### src/rtl/assert_macros.svh
// Assertion helpers shared by the RTL. Every property is clocked on clk and
// is disabled while arst_n is low.
`ifndef ASSERT_MACROS_SVH
`define ASSERT_MACROS_SVH

// Same-cycle implication.
`define ASSERT_IMPL(lbl, pre, post) \
	lbl: assert property (@(posedge clk) disable iff (!arst_n) (pre) |-> (post)) \
		else $error("implication check failed");

// Next-cycle implication.
`define ASSERT_NEXT(lbl, pre, post) \
	lbl: assert property (@(posedge clk) disable iff (!arst_n) (pre) |=> (post)) \
		else $error("next-cycle check failed");

`endif

### src/rtl/b64enc_pkg.sv
package b64enc_pkg;

	localparam int COUNT_BITS_DEF = 32;
	localparam int RPT_BITS = 32;

	// Configuration register indexes.
	localparam logic REG_LIMIT_ENABLE = 1'b0;
	localparam logic REG_BYTE_LIMIT = 1'b1;

	localparam logic [7:0] PAD_CHAR = 8'h3d;  // '='
	localparam logic [7:0] PLUS_CHAR = 8'h2b; // '+'
	localparam logic [7:0] SLASH_CHAR = 8'h2f; // '/'
	localparam logic [5:0] UPPER_END = 6'd26;
	localparam logic [5:0] LOWER_END = 6'd52;
	localparam logic [5:0] DIGIT_END = 6'd62;

	// One encoded group on its way to the output serializer.
	typedef struct packed {
		logic [3:0][7:0] chars;
		logic done;
		logic [RPT_BITS-1:0] count;
	} group_t;

	// Maps a six-bit value onto the standard alphabet.
	function automatic logic [7:0] sextet_char(input logic [5:0] v);
		logic [7:0] c;
		if (v < UPPER_END) begin
			c = 8'h41 + 8'(v);
		end else if (v < LOWER_END) begin
			c = 8'h61 + 8'(v - UPPER_END);
		end else if (v < DIGIT_END) begin
			c = 8'h30 + 8'(v - LOWER_END);
		end else if (v == DIGIT_END) begin
			c = PLUS_CHAR;
		end else begin
			c = SLASH_CHAR;
		end
		return c;
	endfunction

endpackage

### src/rtl/b64enc_cfg.sv
module b64enc_cfg (
	input  logic        clk,
	input  logic        arst_n,
	input  logic        cfg_wen,
	input  logic        cfg_index,
	input  logic [31:0] cfg_wdata,
	output logic        limit_enable,
	output logic [31:0] limit_round
);

	// Remainder modulo three: 4 = 1 (mod 3), so the two-bit digits are summed.
	function automatic logic [1:0] mod3(input logic [31:0] v);
		logic [3:0] bsum;
		logic [5:0] s;
		logic [3:0] s2;
		logic [2:0] s3;
		s = '0;
		for (int i = 0; i < 4; i++) begin
			bsum = '0;
			for (int j = 0; j < 4; j++) begin
				bsum = bsum + 4'(v[8*i+2*j +: 2]);
			end
			s = s + 6'(bsum);
		end
		s2 = 4'(s[1:0]) + 4'(s[3:2]) + 4'(s[5:4]);
		s3 = 3'(s2[1:0]) + 3'(s2[3:2]);
		return (s3 >= 3'd3) ? 2'(s3 - 3'd3) : s3[1:0];
	endfunction

	logic        limit_enable_q;
	logic [31:0] limit_round_q;
	logic [31:0] rounded;

	// The limit is stored already rounded down to a multiple of three.
	assign rounded = cfg_wdata - 32'(mod3(cfg_wdata));

	always_ff @(posedge clk or negedge arst_n) begin
		if (!arst_n) begin
			limit_enable_q <= 1'b0;
			limit_round_q <= '0;
		end else if (cfg_wen) begin
			unique case (cfg_index)
				b64enc_pkg::REG_LIMIT_ENABLE: limit_enable_q <= cfg_wdata[0];
				b64enc_pkg::REG_BYTE_LIMIT: limit_round_q <= rounded;
				default: limit_enable_q <= limit_enable_q;
			endcase
		end
	end

	assign limit_enable = limit_enable_q;
	assign limit_round = limit_round_q;

endmodule

### src/rtl/b64enc_core.sv
module b64enc_core #(
	parameter int COUNT_BITS = b64enc_pkg::COUNT_BITS_DEF
) (
	input  logic                clk,
	input  logic                arst_n,
	input  logic                in_valid,
	output logic                in_ready,
	input  logic [7:0]          in_byte,
	input  logic                in_eos,
	input  logic                limit_enable,
	input  logic [31:0]         limit_round,
	output logic                grp_valid,
	input  logic                grp_ready,
	output b64enc_pkg::group_t  grp
);

	localparam int RB = b64enc_pkg::RPT_BITS;
	localparam int CMP_BITS = (COUNT_BITS > RB) ? COUNT_BITS : RB;

	logic                  valid_s1;
	logic [7:0]            byte_s1;
	logic                  eos_s1;
	logic [1:0]            held_count_q;
	logic [7:0]            held0_q;
	logic [7:0]            held1_q;
	logic [COUNT_BITS-1:0] total_q;

	logic                  drop;
	logic                  emits;
	logic                  advance;
	logic [COUNT_BITS:0]   total_inc;
	logic [COUNT_BITS-1:0] total_sat;
	logic [RB-1:0]         rpt;
	logic [7:0]            b1, b2, b3;

	assign drop = limit_enable && (CMP_BITS'(total_q) >= CMP_BITS'(limit_round));
	assign emits = eos_s1 ? (held_count_q != 2'd0) : (!drop && held_count_q == 2'd2);
	assign advance = valid_s1 && (!emits || grp_ready);
	assign in_ready = !valid_s1 || advance;
	assign grp_valid = valid_s1 && emits;

	assign total_inc = {1'b0, total_q} + (COUNT_BITS + 1)'(3);
	assign total_sat = total_inc[COUNT_BITS] ? '1 : total_inc[COUNT_BITS-1:0];

	if (COUNT_BITS > RB) begin : g_wide
		assign rpt = (|total_sat[COUNT_BITS-1:RB]) ? '1 : total_sat[RB-1:0];
	end else begin : g_narrow
		assign rpt = RB'(total_sat);
	end

	// A flush with one held byte has no second byte; the third byte only
	// exists when a data byte completes the group.
	assign b1 = held0_q;
	assign b2 = (held_count_q == 2'd2) ? held1_q : 8'd0;
	assign b3 = eos_s1 ? 8'd0 : byte_s1;

	always_comb begin
		grp.chars[0] = b64enc_pkg::sextet_char(b1[7:2]);
		grp.chars[1] = b64enc_pkg::sextet_char({b1[1:0], b2[7:4]});
		grp.chars[2] = (eos_s1 && held_count_q == 2'd1) ? b64enc_pkg::PAD_CHAR
			: b64enc_pkg::sextet_char({b2[3:0], b3[7:6]});
		grp.chars[3] = eos_s1 ? b64enc_pkg::PAD_CHAR : b64enc_pkg::sextet_char(b3[5:0]);
		grp.done = eos_s1;
		grp.count = rpt;
	end

	always_ff @(posedge clk or negedge arst_n) begin
		if (!arst_n) begin
			valid_s1 <= 1'b0;
			held_count_q <= 2'd0;
			total_q <= '0;
		end else begin
			if (in_ready) begin
				valid_s1 <= in_valid;
			end
			if (advance) begin
				priority if (eos_s1) begin
					held_count_q <= 2'd0;
					total_q <= '0;
				end else if (drop) begin
					held_count_q <= held_count_q;
				end else if (held_count_q == 2'd2) begin
					held_count_q <= 2'd0;
					total_q <= total_sat;
				end else begin
					held_count_q <= held_count_q + 2'd1;
				end
			end
		end
	end

	always_ff @(posedge clk) begin
		if (in_valid && in_ready) begin
			byte_s1 <= in_byte;
			eos_s1 <= in_eos;
		end
		if (advance && !eos_s1 && !drop) begin
			if (held_count_q == 2'd0) begin
				held0_q <= byte_s1;
			end
			if (held_count_q == 2'd1) begin
				held1_q <= byte_s1;
			end
		end
	end

endmodule

### src/rtl/b64enc_serializer.sv
module b64enc_serializer (
	input  logic               clk,
	input  logic               arst_n,
	input  logic               grp_valid,
	output logic               grp_ready,
	input  b64enc_pkg::group_t grp,
	output logic               m_tvalid,
	input  logic               m_tready,
	output logic [39:0]        m_tdata,
	output logic               m_tlast,
	output logic               m_tuser
);

	b64enc_pkg::group_t grp_q;
	logic               busy_q;
	logic [1:0]         idx_q;
	logic               take;
	logic               finishing;

	assign take = busy_q && m_tready;
	assign finishing = take && idx_q == 2'd3;
	assign grp_ready = !busy_q || finishing;

	always_ff @(posedge clk or negedge arst_n) begin
		if (!arst_n) begin
			busy_q <= 1'b0;
			idx_q <= 2'd0;
		end else if (grp_valid && grp_ready) begin
			busy_q <= 1'b1;
			idx_q <= 2'd0;
		end else if (take) begin
			busy_q <= !finishing;
			idx_q <= idx_q + 2'd1;
		end
	end

	always_ff @(posedge clk) begin
		if (grp_valid && grp_ready) begin
			grp_q <= grp;
		end
	end

	assign m_tvalid = busy_q;
	assign m_tdata = {grp_q.count, grp_q.chars[idx_q]};
	assign m_tlast = idx_q == 2'd3;
	assign m_tuser = grp_q.done && idx_q == 2'd3;

endmodule

### src/rtl/base64_stream_encoder_unit.sv
// Base64 stream encoder (standard alphabet, '=' padding).
// Input stream: one transaction per byte; s_tdata carries the byte and
// s_tlast marks an end-of-stream transaction whose byte is ignored. Every
// third byte yields a group of four characters on the output stream, one
// per transaction. An end-of-stream transaction flushes one or two held
// bytes as a padded group, flagged on its fourth character by m_tuser, and
// then clears the running byte count; with nothing held it yields nothing.
// m_tlast marks the fourth character of every group, and m_tdata carries the
// running byte count, saturated, beside each character.
// The byte completing a group is loaded into the input register, and the
// group then into the group register once that register is free; the first
// character is presented from there. Bytes past an enabled byte limit
// are dropped. Throughput: a byte can be taken every cycle while the group
// register is free; a group holds the output for its four characters, so a
// sustained stream is limited by the one-character output port.
// A stalled receiver holds the current character; the input register still
// takes one more byte, and bytes that do not complete a group keep flowing.
// Reset clears the held byte count, the running count, the valid flags of
// both pipeline registers and both configuration registers.
`include "assert_macros.svh"

module base64_stream_encoder_unit #(
	parameter int COUNT_BITS = b64enc_pkg::COUNT_BITS_DEF
) (
	input  logic        clk,
	input  logic        arst_n,
	input  logic        s_tvalid,
	output logic        s_tready,
	input  logic [7:0]  s_tdata,  // [7:0] data_byte
	input  logic        s_tlast,  // end_of_stream
	output logic        m_tvalid,
	input  logic        m_tready,
	output logic [39:0] m_tdata,  // [7:0] encoded_char, [39:8] bytes_encoded
	output logic        m_tlast,  // group_last
	output logic        m_tuser,  // stream_done
	input  logic        cfg_wen,
	input  logic        cfg_index,
	input  logic [31:0] cfg_wdata
);

	logic               limit_enable;
	logic [31:0]        limit_round;
	logic               grp_valid;
	logic               grp_ready;
	b64enc_pkg::group_t grp;

	// Configuration registers; the limit is kept rounded to whole groups.
	b64enc_cfg u_cfg (
		.clk          (clk),
		.arst_n       (arst_n),
		.cfg_wen      (cfg_wen),
		.cfg_index    (cfg_index),
		.cfg_wdata    (cfg_wdata),
		.limit_enable (limit_enable),
		.limit_round  (limit_round)
	);

	// Input register, byte holding, limit check and group encoding.
	b64enc_core #(
		.COUNT_BITS (COUNT_BITS)
	) u_core (
		.clk          (clk),
		.arst_n       (arst_n),
		.in_valid     (s_tvalid),
		.in_ready     (s_tready),
		.in_byte      (s_tdata),
		.in_eos       (s_tlast),
		.limit_enable (limit_enable),
		.limit_round  (limit_round),
		.grp_valid    (grp_valid),
		.grp_ready    (grp_ready),
		.grp          (grp)
	);

	// Group register that hands out the four characters one at a time.
	b64enc_serializer u_ser (
		.clk       (clk),
		.arst_n    (arst_n),
		.grp_valid (grp_valid),
		.grp_ready (grp_ready),
		.grp       (grp),
		.m_tvalid  (m_tvalid),
		.m_tready  (m_tready),
		.m_tdata   (m_tdata),
		.m_tlast   (m_tlast),
		.m_tuser   (m_tuser)
	);

	// The stream end flag only ever rides on a group's closing character.
	`ASSERT_IMPL(a_done_on_last, m_tvalid && m_tuser, m_tlast)
	// A group handed over is presented on the output in the next cycle.
	`ASSERT_NEXT(a_group_shown, grp_valid && grp_ready, m_tvalid)
	// Without a new group, the output empties after a group's last character.
	`ASSERT_NEXT(a_group_drains, m_tvalid && m_tready && m_tlast && !grp_valid, !m_tvalid)

endmodule
### config.mk
export PLATFORM = sky130hd
export DESIGN_NAME = base64_stream_encoder_unit
export DESIGN_NICKNAME = d
export VERILOG_FILES = /design/src/rtl/b64enc_pkg.sv /design/src/rtl/b64enc_cfg.sv /design/src/rtl/b64enc_core.sv /design/src/rtl/b64enc_serializer.sv /design/src/rtl/base64_stream_encoder_unit.sv
export VERILOG_INCLUDE_DIRS = /design/src /design/src/rtl
export SDC_FILE = /design/constraint.sdc
export NUM_CORES = 1
export LEC_CHECK = 0
export BUFFER_PORTS_ARGS = -buffer_cell sky130_fd_sc_hd__buf_2
export CAP_MARGIN = 20
export CORE_MARGIN = 3
export CORE_UTILIZATION = 50
export DETAILED_ROUTE_END_ITERATION = 12
export PLACE_DENSITY = 0.66
export REMOVE_ABC_BUFFERS = 1
export SYNTH_ARGS = -nofsm -noshare
export SYNTH_HDL_FRONTEND = slang
export SYNTH_HIERARCHICAL = 1
export SYNTH_SLANG_ARGS = --single-unit
### constraint.sdc
create_clock -name clk -period 9.7 [get_ports clk]
set_clock_uncertainty 0.05 [all_clocks]
set_input_delay 2.91 -clock clk [delete_from_list [all_inputs] [get_ports clk]]
set_output_delay 2.91 -clock clk [all_outputs]
set_load 0.05 [all_outputs]
==> metrics list <==
- Status: finished, violations left
- The checks that failed: setup timing.
- edfxtp_1 takes more of the synthesized area than any other cell.
- Fraction of layout instances using a drive strength above 1: about a fifth
- Largest fanout on the critical path: 6
* Ratio of routed vias to standard cells: between 5 and 6
- Number of placement rows: 55
* GPL Wtd Cong: 0.884
- Floorplan core area: around 0.023 sq mm
* Setup slack of the critical path after layout: -0.0820 ns
- The tightest min-delay check is of the reg -> reg type.
- In this run, synthesis inferred 90 flip-flops with an integrated enable.
* Worst R2R Setup Slack: ~5.7 ns
* Worst-case hold slack: between 0.4 and 0.5 ns
- For the pin with the worst max-slew slack, the measured transition is 1.10 ns.
* Initial Utilization: about half
- The startpoint identified for the worst hold timing path is u_cfg/limit_round[3].
* I/O pin count: between 90 and 100
- The slowest stage of the critical path is the fa_1 cell.
* Die width: approximately 160 um
- Ranked by total cell area, the synthesized netlist is headed by edfxtp_1 23%, dfrtp_1 15%, ha_1 9.2%, fa_1 5.0%, inv_1 4.1%.
- For this block, the initial DRC count from the detailed router was ~700.
- The count of endpoints failing hold in the final timing report is 0.
- Mapped Cells: about 1300
- For this run, the register share of the synthesized area comes to 37.5%.
- On the worst path, the slowest cell contributes a delay of between 0.6 and 0.7 ns.
- H-tree depth: 4
* Data arrival time of the worst path: around 10 ns
- Post-Synthesis Cell Area: between 0.01 and 0.015 sq mm
- Antenna violations before repair: 0
- In the final design database the tool counted roughly 1500 nets.
- TritonCTS built the clock tree.
- Clock Pin Slew Worst Setup and Hold Paths: 0.06 ns
- After detailed routing, the number of remaining DRC violations is 0.
- Number of port buffers: 90
- Fraction of the cycle the final worst path needs: 101%
- Global routing used a little over a fifth of the available tracks across all layers.
- Sum of net half-perimeters after detailed placement: 20600 um
- Once placement completed, the tool counted placed cells totaling about 1600.
- Clk Latency, worst-skew pair: ~0.43 ns
- The die covers between 0.02 and 0.03 sq mm.
- Yosys warning total: 6
- Number of distinct library cells after synthesis: 84
* First-pass iteration count of the detailed router: 6
- Total global routing overflow: 0
- Instance count along the most critical hold path: 2
- Crit end category: register
* Sink count of the clock tree: approximately 160
- Setup violations remaining at the end of the flow were counted as 8.
- Across the run, the number of max-cap violations was 0.
- The routed design could run at a clock period as short as approximately 10 ns.
- Fraction of synthesis flops using an asynchronous set or reset pin: between 40 and 50%
- Summed over its instances, the top area cell type makes up between 20% and 30% of the synthesized netlist area.
* Die span in y: between 150 and 200 um
- The first global-routing pass estimated roughly 46000 um of wire.
* Via count of the first global-routing pass: between 8000 and 9000
* Source of the worst register-to-register timing path: u_core/total_q[0]
* Hold EP: u_cfg/limit_round[3]
- STA puts the critical path data required time at between 9 and 10 ns.
* Synthesized area per cell: about 9.5 sq um
* Maximum clock path buffer count: 2
- Critical path class: in -> reg
* Syn-to-layout area delta: 13.5%
- In this run, post-CTS hold repair placed 0 buffers.
- Critical path's most frequent cell: fa_1
* Count of placed standard cells in the final layout, fillers left out: 1660
- Count of cells along the worst register-to-register path: 10
* Final count of pins violating max slew: 0
- Final wirelength: ~28000 um
- The synthesized design contains roughly 160 register bits.
- Relative slew slack: a little over a quarter
- Maximum number of pins on one net before global-route repair: a little over 70
- In the synthesized netlist the dominant register cell turns out to be edfxtp_1.
* Clock root buffer: clkbuf_16
* Nature of the critical path startpoint: primary input
- After filler insertion, the fill cell instance count of the layout stands at between 1500 and 2000.
- Via count: about 9300
- Unrepaired setup endpoints after global routing: yes
* Num CTS Buffers: 17
- R2R Path End: u_ser/m_tdata[11]
- Timing would allow up to a little over 100 MHz.
- Once detail routing completed, the nets flagged for antenna violations numbered 0.
- After detailed routing, the average wire length per cell comes to about 17 um.
- Antenna diodes: 0
==> sequential cells by signal, summed over array words and instances, names as in the netlist, 8 cells and up <==
name and count:
u_ser/grp_q 33, u_cfg/limit_round 32, u_core/total_q 32, u_ser/m_tdata 32, u_core/b1 8, u_core/byte_s1 8, u_core/held1_q 8
==> synthesized netlist by cell type, types with 3 or more instances <==
library cell,count
nor2b_1,8
and3_1,20
mux2i_1,5
nor2_1,75
buf_2,9
nand2_1,120
o31ai_1,12
dfrtp_1,71
nor4_1,5
nor3_2,6
ha_1,88
inv_1,129
mux2_2,4
or2_2,7
nand3b_1,5
buf_4,36
mux4_2,8
a2bb2oi_1,29
clkbuf_1,38
or4_1,10
a211oi_1,10
nor3_1,18
or3_1,12
fa_1,30
o21ai_0,75
a31oi_1,39
and2_1,12
xnor2_1,51
nor3b_1,4
o211ai_1,5
nand4_1,22
nand3_1,26
o21a_1,7
a211o_1,3
buf_6,3
edfxtp_1,90
and4_1,8
a21o_1,4
xor2_1,25
nand2b_1,5
a21oi_1,57
o22ai_1,9
==> final cells by class <==
class                      count  area [sq um]  share of cell area, %
multi-input combinational    871          6590                   48.6
tap                          313           392                   2.89
inverter                     130           490                   3.62
sequential                   161          4480                   33.1
timing repair buffer         153           980                   7.23
clock inverter                15           194                   1.43
clock buffer                  17           425                   3.14
==> timing repair <==
item | 4_1_cts | 5_1_grt
resized for setup | 16 | 38
endpoints found under the setup margin | 25 | 29
setup buffers | 0 | 4
pin swaps | 14 | 14
==> worst max-delay path, delay by kind of cell <==
kind | cells | cell delay [ns]
AOI/OAI and AO/OA | 4 | 0.37
xor gates and xnor gates | 1 | 0.13
adders and majority gates | 15 | 5.10
buffers and inverters | 10 | 0.91
and+or+nand+nor | 3 | 0.58
==> metrics by stage <==
stage	worst slack [ns]	instance area, sq um	TNS [ns]	utilization, %
2_1_floorplan	-0.567	11400	-6.43	-
3_3_place_gp	-0.705	12700	-14.92	55.1
3_5_place_dp	-0.840	12700	-18.57	55.1
4_1_cts	-0.111	13400	-0.393	58.1
5_1_grt	-0.380	13600	-4.81	58.8
6_report	-0.0820	13600	-0.319	58.8
==> cell families (layout without fill, tap and decap cells) <==
group / Yosys count / count (layout) / share of synthesized area, %
and+or+nand+nor: 381 / 381 / 16.8
AOI/OAI and AO/OA: 278 / 278 / 15.0
buffers and inverters: 220 / 315 / 8.53
DFF: 161 / 161 / 37.5
adders and majority gates: 118 / 118 / 14.2
xor gates and xnor gates: 76 / 76 / 5.57
muxes: 18 / 18 / 2.40
==> worst max path at each step <==
| stage | startpoint | endpoint | depth (start not counted) |
|---|---|---|---|
| 2_1_floorplan | cfg_wdata[1] | u_cfg/limit_round[14] | 28 |
| 3_3_place_gp | cfg_wdata[1] | u_cfg/limit_round[26] | 31 |
| 3_5_place_dp | cfg_wdata[1] | u_cfg/limit_round[26] | 31 |
| 4_1_cts | cfg_wdata[7] | u_cfg/limit_round[16] | 31 |
| 5_1_grt | cfg_wdata[5] | u_cfg/limit_round[16] | 31 |
| 6_report | cfg_wdata[5] | u_cfg/limit_round[12] | 33 |
==> metal layers <==
metal | track usage (%) | vias up | part of all wire [%]
li1 | - | 4580 | -
met1 | 31.7 | 4469 | 47
met2 | 34.8 | 256 | 47
met3 | 2.71 | 23 | 4.5
met4 | 5.29 | 0 | 1.1
met5 | 0 | - | 0
==> cell usage in the layout (no fill, tap or decap), drive strengths merged, types with 8 or more instances in the layout <==
| cell | count |
|---|---|
| dfrtp | 71 |
| nor4 | 8 |
| a211oi | 10 |
| a21oi | 57 |
| xnor2 | 51 |
| and2 | 14 |
| clkbuf | 17 |
| a31oi | 39 |
| o31ai | 13 |
| xor2 | 25 |
| nor3 | 25 |
| mux4 | 8 |
| and3 | 20 |
| o21ai | 76 |
| nand2 | 120 |
| ha | 88 |
| buf | 153 |
| or3 | 12 |
| fa | 30 |
| and4 | 9 |
| nor2 | 75 |
| nand3 | 27 |
| inv | 139 |
| nand4 | 23 |
| o22ai | 11 |
| a2bb2oi | 29 |
| nor2b | 8 |
| or4 | 10 |
| edfxtp | 90 |
Power is not shown: default switching activity piles up to over one toggle a cycle in this logic, so the estimate is an artifact.
